File: config.mk
export PLATFORM = sky130hd
export DESIGN_NAME = group_reverse_reorder
export DESIGN_NICKNAME = d
export VERILOG_FILES = /design/src/rtl/grr_pkg.sv /design/src/rtl/grr_cell.sv /design/src/rtl/grr_ctrl.sv /design/src/rtl/group_reverse_reorder.sv
export SDC_FILE = /design/constraint.sdc
export NUM_CORES = 2
export LEC_CHECK = 0
export BUFFER_PORTS_ARGS = -buffer_cell sky130_fd_sc_hd__buf_2
export CORE_MARGIN = 3
export CORE_UTILIZATION = 51
export DETAILED_ROUTE_END_ITERATION = 10
export PLACE_DENSITY = 0.67
export SYNTH_ARGS = -nofsm -noshare
export SYNTH_HDL_FRONTEND = slang
export SYNTH_SLANG_ARGS = --single-unit
File: constraint.sdc
create_clock -name i_clk -period 28.5 [get_ports i_clk]
set_clock_uncertainty 0.15 [all_clocks]
set_input_delay 0 -clock i_clk [delete_from_list [all_inputs] [get_ports i_clk]]
set_output_delay 0 -clock i_clk [all_outputs]
set_load 0.02 [all_outputs]
File: src/rtl/grr_pkg.sv
// ============================================================================
// grr_pkg : shared types and constants for the group reverse reorder block
// Widths, register map, controller states and the chain control bundle.
// ============================================================================
package grr_pkg;

    localparam int GRR_DATA_W        = 32;
    localparam int GRR_CFG_W         = 6;
    localparam int GRR_GROUP_MAX_DEF = 32;
    localparam int GRR_PADDR_W       = 3;
    localparam int GRR_PDATA_W       = 32;

    // register index (word address)
    localparam logic REG_GROUP_SIZE = 1'b0;

    localparam logic [GRR_CFG_W-1:0] GRR_GROUP_SIZE_RST = 6'd1;

    typedef enum logic [1:0] {
        ST_FILL,
        ST_REV,
        ST_FWD
    } t_state;

    typedef enum logic [1:0] {
        SH_HOLD,
        SH_RIGHT,
        SH_LEFT
    } t_shift;

    typedef struct packed {
        t_shift shift;
        logic   tail_sel;
    } t_chain_ctl;

endpackage

File: src/rtl/grr_cell.sv
// ============================================================================
// grr_cell : one storage cell of the reorder chain
// Holds one element; loads from its left or right neighbor or holds.
// ============================================================================
module grr_cell (
    input  logic                            i_clk,
    input  grr_pkg::t_chain_ctl             i_ctl,
    input  logic [grr_pkg::GRR_DATA_W-1:0]  i_from_left,
    input  logic [grr_pkg::GRR_DATA_W-1:0]  i_from_right,
    output logic [grr_pkg::GRR_DATA_W-1:0]  o_value
);
    import grr_pkg::*;

    logic [GRR_DATA_W-1:0] r_value;

    always_ff @(posedge i_clk) begin
        case (i_ctl.shift)
            SH_RIGHT: r_value <= i_from_left;
            SH_LEFT:  r_value <= i_from_right;
            default:  r_value <= r_value;
        endcase
    end

    assign o_value = r_value;

endmodule

File: src/rtl/grr_ctrl.sv
// ============================================================================
// grr_ctrl : fill / drain sequencer for the reorder chain
// Counts buffered elements and steps the chain through a flush.
// ============================================================================
module grr_ctrl #(
    parameter int GROUP_MAX = grr_pkg::GRR_GROUP_MAX_DEF
) (
    input  logic                            i_clk,
    input  logic                            i_rst_n,
    input  logic [grr_pkg::GRR_CFG_W-1:0]   i_group_size,
    input  logic                            i_in_valid,
    input  logic                            i_list_end,
    output logic                            o_in_stall,
    output logic                            o_out_valid,
    input  logic                            i_out_stall,
    output logic                            o_run_last,
    output logic                            o_out_list_end,
    output grr_pkg::t_chain_ctl             o_ctl
);
    import grr_pkg::*;

    localparam int CW = $clog2(GROUP_MAX + 1);
    localparam int SW = (CW > GRR_CFG_W) ? CW : GRR_CFG_W;
    localparam logic [CW-1:0] GM  = CW'(GROUP_MAX);
    localparam logic [SW-1:0] GMS = SW'(GROUP_MAX);
    localparam logic [CW-1:0] ONE = CW'(1);

    t_state        r_state, n_state;
    logic [CW-1:0] r_fill, n_fill;
    logic [CW-1:0] r_step, n_step;
    logic [CW-1:0] r_n, n_n;
    logic          r_last, n_last;

    logic [SW-1:0] w_gs;
    logic [CW-1:0] w_k;
    logic [CW-1:0] w_fill_inc;
    logic          w_in_acc;
    logic          w_out_acc;
    logic          w_final;
    logic          w_fwd_show;

    // effective group size: zero acts as one, large values saturate
    assign w_gs = SW'(i_group_size);
    always_comb begin
        if (w_gs == '0) begin
            w_k = ONE;
        end else if (w_gs > GMS) begin
            w_k = GM;
        end else begin
            w_k = w_gs[CW-1:0];
        end
    end

    assign w_fill_inc = r_fill + ONE;
    assign w_in_acc   = i_in_valid & ~o_in_stall;
    assign w_out_acc  = o_out_valid & ~i_out_stall;
    assign w_fwd_show = (r_step >= (GM - r_n));

    // outputs
    always_comb begin
        o_in_stall   = 1'b1;
        o_out_valid  = 1'b0;
        w_final      = 1'b0;
        o_ctl.shift  = SH_HOLD;
        o_ctl.tail_sel = 1'b0;
        unique case (r_state)
            ST_FILL: begin
                o_in_stall  = 1'b0;
                o_ctl.shift = i_in_valid ? SH_RIGHT : SH_HOLD;
            end
            ST_REV: begin
                o_out_valid = 1'b1;
                w_final     = (r_step == (r_n - ONE));
                o_ctl.shift = i_out_stall ? SH_HOLD : SH_LEFT;
            end
            ST_FWD: begin
                o_out_valid    = w_fwd_show;
                w_final        = (r_step == (GM - ONE));
                o_ctl.tail_sel = 1'b1;
                o_ctl.shift    = (!w_fwd_show || !i_out_stall) ? SH_RIGHT : SH_HOLD;
            end
            default: begin
                o_in_stall = 1'b1;
            end
        endcase
    end

    assign o_run_last     = w_final;
    assign o_out_list_end = w_final & r_last;

    // next state
    always_comb begin
        n_state = r_state;
        n_fill  = r_fill;
        n_step  = r_step;
        n_n     = r_n;
        n_last  = r_last;
        unique case (r_state)
            ST_FILL: begin
                if (w_in_acc) begin
                    if (w_fill_inc >= w_k) begin
                        n_state = ST_REV;
                        n_n     = w_fill_inc;
                        n_step  = '0;
                        n_fill  = '0;
                        n_last  = i_list_end;
                    end else if (i_list_end) begin
                        n_state = ST_FWD;
                        n_n     = w_fill_inc;
                        n_step  = '0;
                        n_fill  = '0;
                        n_last  = 1'b1;
                    end else begin
                        n_fill  = w_fill_inc;
                    end
                end
            end
            ST_REV: begin
                if (w_out_acc) begin
                    n_step = r_step + ONE;
                    if (w_final) begin
                        n_state = ST_FILL;
                    end
                end
            end
            ST_FWD: begin
                if (!w_fwd_show || w_out_acc) begin
                    n_step = r_step + ONE;
                end
                if (w_out_acc && w_final) begin
                    n_state = ST_FILL;
                end
            end
            default: begin
                n_state = ST_FILL;
            end
        endcase
    end

    always_ff @(posedge i_clk) begin
        if (!i_rst_n) begin
            r_state <= ST_FILL;
            r_fill  <= '0;
        end else begin
            r_state <= n_state;
            r_fill  <= n_fill;
        end
        r_step <= n_step;
        r_n    <= n_n;
        r_last <= n_last;
    end

    // checks
    a_rev_step_in_range: assert property (@(posedge i_clk) disable iff (!i_rst_n)
        (r_state == ST_REV) |-> (r_step < r_n))
        else $error("reverse drain step past group length");

    a_fill_below_max: assert property (@(posedge i_clk) disable iff (!i_rst_n)
        (r_state == ST_FILL) |-> (r_fill < GM))
        else $error("fill count reached buffer depth while filling");

    a_final_returns_fill: assert property (@(posedge i_clk) disable iff (!i_rst_n)
        (w_out_acc && w_final) |=> (r_state == ST_FILL))
        else $error("flush did not end after its last request");

    a_quiet_on_partial: assert property (@(posedge i_clk) disable iff (!i_rst_n)
        (w_in_acc && (w_fill_inc < w_k) && !i_list_end) |=> !o_out_valid)
        else $error("output raised by a request that completes no group");

    a_fwd_end_at_tail: assert property (@(posedge i_clk) disable iff (!i_rst_n)
        (r_state == ST_FWD) |-> (r_step < GM))
        else $error("forward drain step past chain end");

endmodule

File: src/rtl/group_reverse_reorder.sv
// ============================================================================
// group_reverse_reorder : streamed list reversal in groups of k elements
// A chain of cells buffers each group; full groups leave newest first, a
// partial group at list end leaves in arrival order.
// ============================================================================
//
//  channel   dir  handshake                 payload
//  --------  ---  ------------------------  ----------------------------------
//  input     in   i_in_valid / o_in_stall   i_element_value, i_list_end
//  output    out  o_out_valid / i_out_stall o_out_value, o_run_last,
//                                           o_out_list_end
//  config    in   APB (psel/penable/...)    group_size at byte address 0
//
//  Flow: a request that completes no group is taken and leaves the input open. A
//  full group of k requests fills the chain, then the chain shifts one cell per
//  cycle while i_out_stall is low to deliver k results. A partial group of n at
//  list end holds the input off while the chain walks its oldest element to
//  the far cell one position a cycle, pausing only while a shown result is
//  stalled, and the n results leave in the last n of those steps.
//  Reset: synchronous, active low; clears controller state and group_size to 1.
//  Stalls: o_in_stall is high for the whole flush; i_out_stall freezes the
//  chain while a result is presented, so it holds until taken.
//
module group_reverse_reorder #(
    parameter int GROUP_MAX = grr_pkg::GRR_GROUP_MAX_DEF
) (
    input  logic                              i_clk,
    input  logic                              i_rst_n,
    // input channel
    input  logic                              i_in_valid,
    output logic                              o_in_stall,
    input  logic signed [grr_pkg::GRR_DATA_W-1:0] i_element_value,
    input  logic                              i_list_end,
    // output channel
    output logic                              o_out_valid,
    input  logic                              i_out_stall,
    output logic signed [grr_pkg::GRR_DATA_W-1:0] o_out_value,
    output logic                              o_run_last,
    output logic                              o_out_list_end,
    // configuration port
    input  logic                              psel,
    input  logic                              penable,
    input  logic                              pwrite,
    input  logic [grr_pkg::GRR_PADDR_W-1:0]   paddr,
    input  logic [grr_pkg::GRR_PDATA_W-1:0]   pwdata,
    output logic [grr_pkg::GRR_PDATA_W-1:0]   prdata,
    output logic                              pready
);
    import grr_pkg::*;

    logic [GRR_CFG_W-1:0]  r_group_size;
    logic                  w_reg_sel;
    logic                  w_cfg_wr;
    t_chain_ctl            w_ctl;
    logic [GRR_DATA_W-1:0] w_cell [GROUP_MAX];

    // ---------------------------------------------------------------------
    // configuration register: word index is paddr[2]
    // ---------------------------------------------------------------------
    assign pready    = 1'b1;
    assign w_reg_sel = (paddr[2] == REG_GROUP_SIZE);
    assign w_cfg_wr  = psel & penable & pwrite & w_reg_sel;

    always_ff @(posedge i_clk) begin
        if (!i_rst_n) begin
            r_group_size <= GRR_GROUP_SIZE_RST;
        end else if (w_cfg_wr) begin
            r_group_size <= pwdata[GRR_CFG_W-1:0];
        end
    end

    assign prdata = w_reg_sel ? GRR_PDATA_W'(r_group_size) : '0;

    // ---------------------------------------------------------------------
    // sequencer: counts the group, then steps the chain through a flush
    // ---------------------------------------------------------------------
    grr_ctrl #(
        .GROUP_MAX (GROUP_MAX)
    ) u_ctrl (
        .i_clk          (i_clk),
        .i_rst_n        (i_rst_n),
        .i_group_size   (r_group_size),
        .i_in_valid     (i_in_valid),
        .i_list_end     (i_list_end),
        .o_in_stall     (o_in_stall),
        .o_out_valid    (o_out_valid),
        .i_out_stall    (i_out_stall),
        .o_run_last     (o_run_last),
        .o_out_list_end (o_out_list_end),
        .o_ctl          (w_ctl)
    );

    // ---------------------------------------------------------------------
    // cell chain: a new element enters cell 0 and pushes the rest right,
    // so cell 0 holds the newest element while filling. Shifting left pops newest
    // first from cell 0 (reverse); shifting right walks the oldest element
    // to the last cell (arrival order).
    // ---------------------------------------------------------------------
    for (genvar j = 0; j < GROUP_MAX; j++) begin : g_cell
        logic [GRR_DATA_W-1:0] w_left;
        logic [GRR_DATA_W-1:0] w_right;

        if (j == 0) begin : g_head
            assign w_left = i_element_value;
        end else begin : g_mid_l
            assign w_left = w_cell[j-1];
        end

        if (j == GROUP_MAX - 1) begin : g_tail
            assign w_right = '0;
        end else begin : g_mid_r
            assign w_right = w_cell[j+1];
        end

        grr_cell u_cell (
            .i_clk        (i_clk),
            .i_ctl        (w_ctl),
            .i_from_left  (w_left),
            .i_from_right (w_right),
            .o_value      (w_cell[j])
        );
    end

    // result taken from the tail in forward drain, from the head otherwise
    assign o_out_value = w_ctl.tail_sel ? w_cell[GROUP_MAX-1] : w_cell[0];

endmodule
==> flow_summary.html <==
<table>
<tr><th>Metric</th><th>Value</th></tr>
<tr><th colspan="2">Global routing</th></tr>
<tr><td>Total global-route track usage</td><td>14.5%</td></tr>
<tr><td>Gr ovfl total</td><td>0</td></tr>
<tr><td>First-pass GRT wire length</td><td>110,000 um</td></tr>
<tr><td>Pin count of the biggest net entering global routing</td><td>214</td></tr>
<tr><td>Initial antenna violation count</td><td>4</td></tr>
<tr><td>Number of global-route vias before repair</td><td>21,400</td></tr>
<tr><th colspan="2">Yosys</th></tr>
<tr><td>Synth Flop Type</td><td>edfxtp_1</td></tr>
<tr><td>Async SR Flop Fraction</td><td>0%</td></tr>
<tr><td>Number of enable flip-flop cells after synthesis</td><td>1,037</td></tr>
<tr><td>Number of cells produced by synthesis</td><td>2,438</td></tr>
<tr><td>Synth Warn #</td><td>0</td></tr>
<tr><td>Average size of a mapped cell</td><td>18.5 um^2</td></tr>
<tr><td>Area share of the leading cell type in the synthesized netlist</td><td>69.1%</td></tr>
<tr><td>Biggest area consumer among synthesized cells</td><td>edfxtp_1</td></tr>
<tr><td>Main area contributors after synthesis</td><td>edfxtp_1, mux2_2, clkbuf_1, dfxtp_1, ha_1</td></tr>
<tr><td>Most instantiated library cell after synthesis</td><td>edfxtp_1</td></tr>
<tr><td>Distinct cell type count of the synthesized netlist</td><td>49</td></tr>
<tr><td>Post-synthesis sequential area ratio</td><td>69.7%</td></tr>
<tr><td>Most used standard cells in the synthesized netlist</td><td>edfxtp_1, mux2_2, clkbuf_1</td></tr>
<tr><td>Cell Area, Synth</td><td>45,100 um^2</td></tr>
<tr><td>Number of storage elements in the synthesis netlist</td><td>1,051</td></tr>
<tr><th colspan="2">Route</th></tr>
<tr><td>First drt pass iteration count</td><td>5</td></tr>
<tr><td>Drt initial violations</td><td>1,421</td></tr>
<tr><td>Final routed wire length divided by cell count</td><td>17.6 um</td></tr>
<tr><td>Number of vias after detailed routing</td><td>20,600</td></tr>
<tr><td>Drt via density</td><td>5.37</td></tr>
<tr><td>Top Metal Used</td><td>met4</td></tr>
<tr><td>Final antenna-violating net count</td><td>0</td></tr>
<tr><td>Metal3 WL</td><td>2400 um</td></tr>
<tr><td>Wirelength, routed</td><td>67,600 um</td></tr>
<tr><td>DRC violations left</td><td>0</td></tr>
<tr><td>Wire length the detailed router placed on met1</td><td>29,900 um</td></tr>
<tr><td>Routed wl met2</td><td>33,800 um</td></tr>
<tr><th colspan="2">Worst setup path</th></tr>
<tr><td>Crit path capture</td><td>g_cell[10].u_cell.o_value[11]$_DFFE_PP_</td></tr>
<tr><td>Setup CP Type</td><td>reg -&gt; reg</td></tr>
<tr><td>Critical Path End Type</td><td>flip-flop</td></tr>
<tr><td>Data arrival time of the critical path</td><td>7980 ps</td></tr>
<tr><td>Reg2Reg Launch Point</td><td>u_ctrl.r_n[0]$_DFFE_PP_</td></tr>
<tr><td>RR Endpoint</td><td>g_cell[10].u_cell.o_value[11]$_DFFE_PP_</td></tr>
<tr><td>Launching instance or port of the critical path</td><td>u_ctrl.r_n[0]$_DFFE_PP_</td></tr>
<tr><td>Length in cells of the worst reg-to-reg path</td><td>16</td></tr>
<tr><td>Critical path launch point type</td><td>flip-flop</td></tr>
<tr><td>Register-to-Register Setup Slack</td><td>20,650 ps</td></tr>
<tr><td>Required time at the worst-slack endpoint</td><td>28,630 ps</td></tr>
<tr><td>Largest fanout on the critical path</td><td>127</td></tr>
<tr><th colspan="2">Clocking</th></tr>
<tr><td>Number of CTS-inserted buffers</td><td>107</td></tr>
<tr><td>Worst-path clk slew</td><td>60 ps</td></tr>
<tr><td>Post-CTS Setup Inserts</td><td>0</td></tr>
<tr><td>Clock root buffer master</td><td>clkbuf_16</td></tr>
<tr><td>Clock tree from TritonCTS</td><td>done</td></tr>
<tr><td>Number of clock sinks</td><td>1,051</td></tr>
<tr><td>Number of H-tree levels</td><td>3</td></tr>
<tr><td>Source-to-sink clock delay at the later pin of the worst-skew pair</td><td>660 ps</td></tr>
<tr><td>Clock tree buffer depth</td><td>3</td></tr>
<tr><th colspan="2">Cells and area</th></tr>
<tr><td>Storage cell area</td><td>31,400 um^2</td></tr>
<tr><td>Post-layout net count</td><td>2,692</td></tr>
<tr><td>Design area</td><td>50,600 um^2</td></tr>
<tr><td>Multi-input combinational cell area</td><td>13,000 um^2</td></tr>
<tr><td>Syn-to-layout area delta</td><td>12.3%</td></tr>
<tr><td>Fill cell count</td><td>6,464</td></tr>
<tr><td>Layout cell share with drive strength beyond 1</td><td>48.2%</td></tr>
<tr><th colspan="2">Floorplanning</th></tr>
<tr><td>Die Span Y</td><td>303 um</td></tr>
<tr><td>Width of the chip</td><td>303 um</td></tr>
<tr><td>Boundary pin count</td><td>144</td></tr>
<tr><td>Placement row count</td><td>108</td></tr>
<tr><td>Core Box Area</td><td>87,200 um^2</td></tr>
<tr><td>Starting utilization of the core area</td><td>51.7%</td></tr>
<tr><td>Die area</td><td>91,900 um^2</td></tr>
<tr><th colspan="2">STA</th></tr>
<tr><td>Max Clock Freq</td><td>127 MHz</td></tr>
<tr><td>Number of max-slew violations in the final report</td><td>0</td></tr>
<tr><td>Worst slew pin tran</td><td>1190 ps</td></tr>
<tr><td>Endpoints failing setup</td><td>0</td></tr>
<tr><td>RSZ-0062 raised after global routing</td><td>false</td></tr>
<tr><td>Relative slew slack</td><td>20.7%</td></tr>
<tr><td>Period utilisation layout</td><td>27.6%</td></tr>
<tr><td>Total count of hold-check failures in the final report</td><td>0</td></tr>
<tr><td>Total Neg Setup Slack</td><td>0 ps</td></tr>
<tr><td>Clock period minus final worst setup slack</td><td>7850 ps</td></tr>
<tr><td>Final worst-path setup slack</td><td>20,650 ps</td></tr>
<tr><th colspan="2">Pwr</th></tr>
<tr><td>Static leakage power</td><td>16.9 nW</td></tr>
<tr><td>Maximum ir drop on the vdd rail</td><td>90.0 uV</td></tr>
<tr><td>Power Dens Cells</td><td>123 nW/um^2</td></tr>
<tr><th colspan="2">Placed design</th></tr>
<tr><td>Half-perimeter wire length of the detailed placement result</td><td>40,200 um</td></tr>
<tr><td>Worst slack at placement</td><td>20,440 ps</td></tr>
<tr><td>Final RePlAce weighted congestion</td><td>0.757</td></tr>
<tr><td>Area of placed instances</td><td>46,600 um^2</td></tr>
<tr><td>Number of buffers added on ports</td><td>88</td></tr>
<tr><th colspan="2">Status</th></tr>
<tr><td>Run status</td><td>finished clean</td></tr>
<tr><th colspan="2">Hold path</th></tr>
<tr><td>Path category of the worst min-delay check</td><td>in -&gt; reg</td></tr>
<tr><th colspan="2">Flow run</th></tr>
<tr><td>Count of maximum capacitance violations</td><td>0</td></tr>
</table>
## stage by stage
step	std cells	hold WS [ps]	total power, mW	util (%)
6_report	3842	40.7	6.22	58.1
3_3_place_gp	3579	70.0	4.77	53.4
5_1_grt	3841	39.2	6.60	58.1
2_1_floorplan	2463	-88.1	5.21	-
3_5_place_dp	3579	71.6	4.94	53.4
4_1_cts	3840	4.77	6.31	58.1
## cells by family after synthesis
logic type | Yosys count | synth area share, %
fa+ha+maj | 20 | 0.555
xor+xnor | 14 | 0.272
flops | 1051 | 69.7
simple gates | 124 | 1.58
mux | 1031 | 25.7
other cells | 2 | 0.0167
compound gates | 34 | 0.511
buf+inv | 162 | 1.58
## cells in the final DEF, fill, tap and decap left out, types with 19 or more instances in the layout
master / Yosys / final
buf_2: 1 / 88
buf_4: 27 / 19
clkbuf_16: 0 / 108
clkinv_1: 0 / 33
clkinv_2: 0 / 19
conb_1: 2 / 27
dlygate4sd3_1: 0 / 64
edfxtp_1: 1037 / 1037
mux2_2: 1024 / 1024
nand2_1: 20 / 20
nor2_1: 21 / 21
nor2b_1: 40 / 40
## metal layers
layer | global-route usage, % | up-vias
li1 | - | 9876
met1 | 19.2 | 10400
met2 | 24.4 | 263
met3 | 3.00 | 122
met4 | 4.04 | 0
met5 | 0 | -
## how the worst min path moves through the flow
stage | from | end | slack (ps) | depth (start not counted)
floorplan | i_rst_n | r_group_size[0]$_SDFFE_PN1P_ | -90 | 1
global placement | i_rst_n | r_group_size[0]$_SDFFE_PN1P_ | 70 | 2
detailed placement | i_rst_n | r_group_size[0]$_SDFFE_PN1P_ | 70 | 2
CTS | i_element_value[31] | g_cell[0].u_cell.o_value[31]$_DFFE_PP_ | 5 | 3
global route | i_element_value[31] | g_cell[0].u_cell.o_value[31]$_DFFE_PP_ | 40 | 3
finish | i_element_value[31] | g_cell[0].u_cell.o_value[31]$_DFFE_PP_ | 40 | 3
## sequential cells by signal, indices dropped and copies added, names as in the netlist
signal and count:
u_ctrl.r_step 6, u_ctrl.r_last 1, g_cell.u_cell.o_value 1024, u_ctrl.r_n 6
u_ctrl.r_fill 6, u_ctrl.r_state 2, r_group_size 6
## report_power, final
part	total (mW)	internal [mW]	switching, mW
logic	1.48	0.750	0.731
registers	3.40	3.01	0.394
clock network	1.34	0.774	0.568
## repair_timing
| action | 4_1_cts | 5_1_grt |
|---|---|---|
| hold buffers | 64 | 0 |
| endpoints found under the hold margin | 60 | 0 |
| resized for setup | 0 | 0 |
## layout make-up
| cell class | count | area share (%) |
|---|---|---|
| sequential | 1051 | 62.1 |
| multi-input combinational | 1250 | 25.8 |
| clock buffer | 123 | 5.45 |
| tap | 1155 | 2.86 |
| timing repair buffer | 173 | 2.50 |
| clock inverter | 74 | 1.22 |
| inverter | 14 | 0.119 |
| antenna | 2 | 0.00989 |
## critical path, stage by stage (launching register included)
cell and delay (ps):
edfxtp_1 510, or4_4 620, nor2_1 180, xnor2_1 150
ha_1 280, nand2_1 80, a2bb2oi_1 150, o211ai_1 170
nand2_1 110, a21oi_1 60, or2_2 310, ha_4 240
inv_8 520, buf_4 940, buf_4 900, buf_4 970
buf_4 920
(Power assumes the default switching activity.)
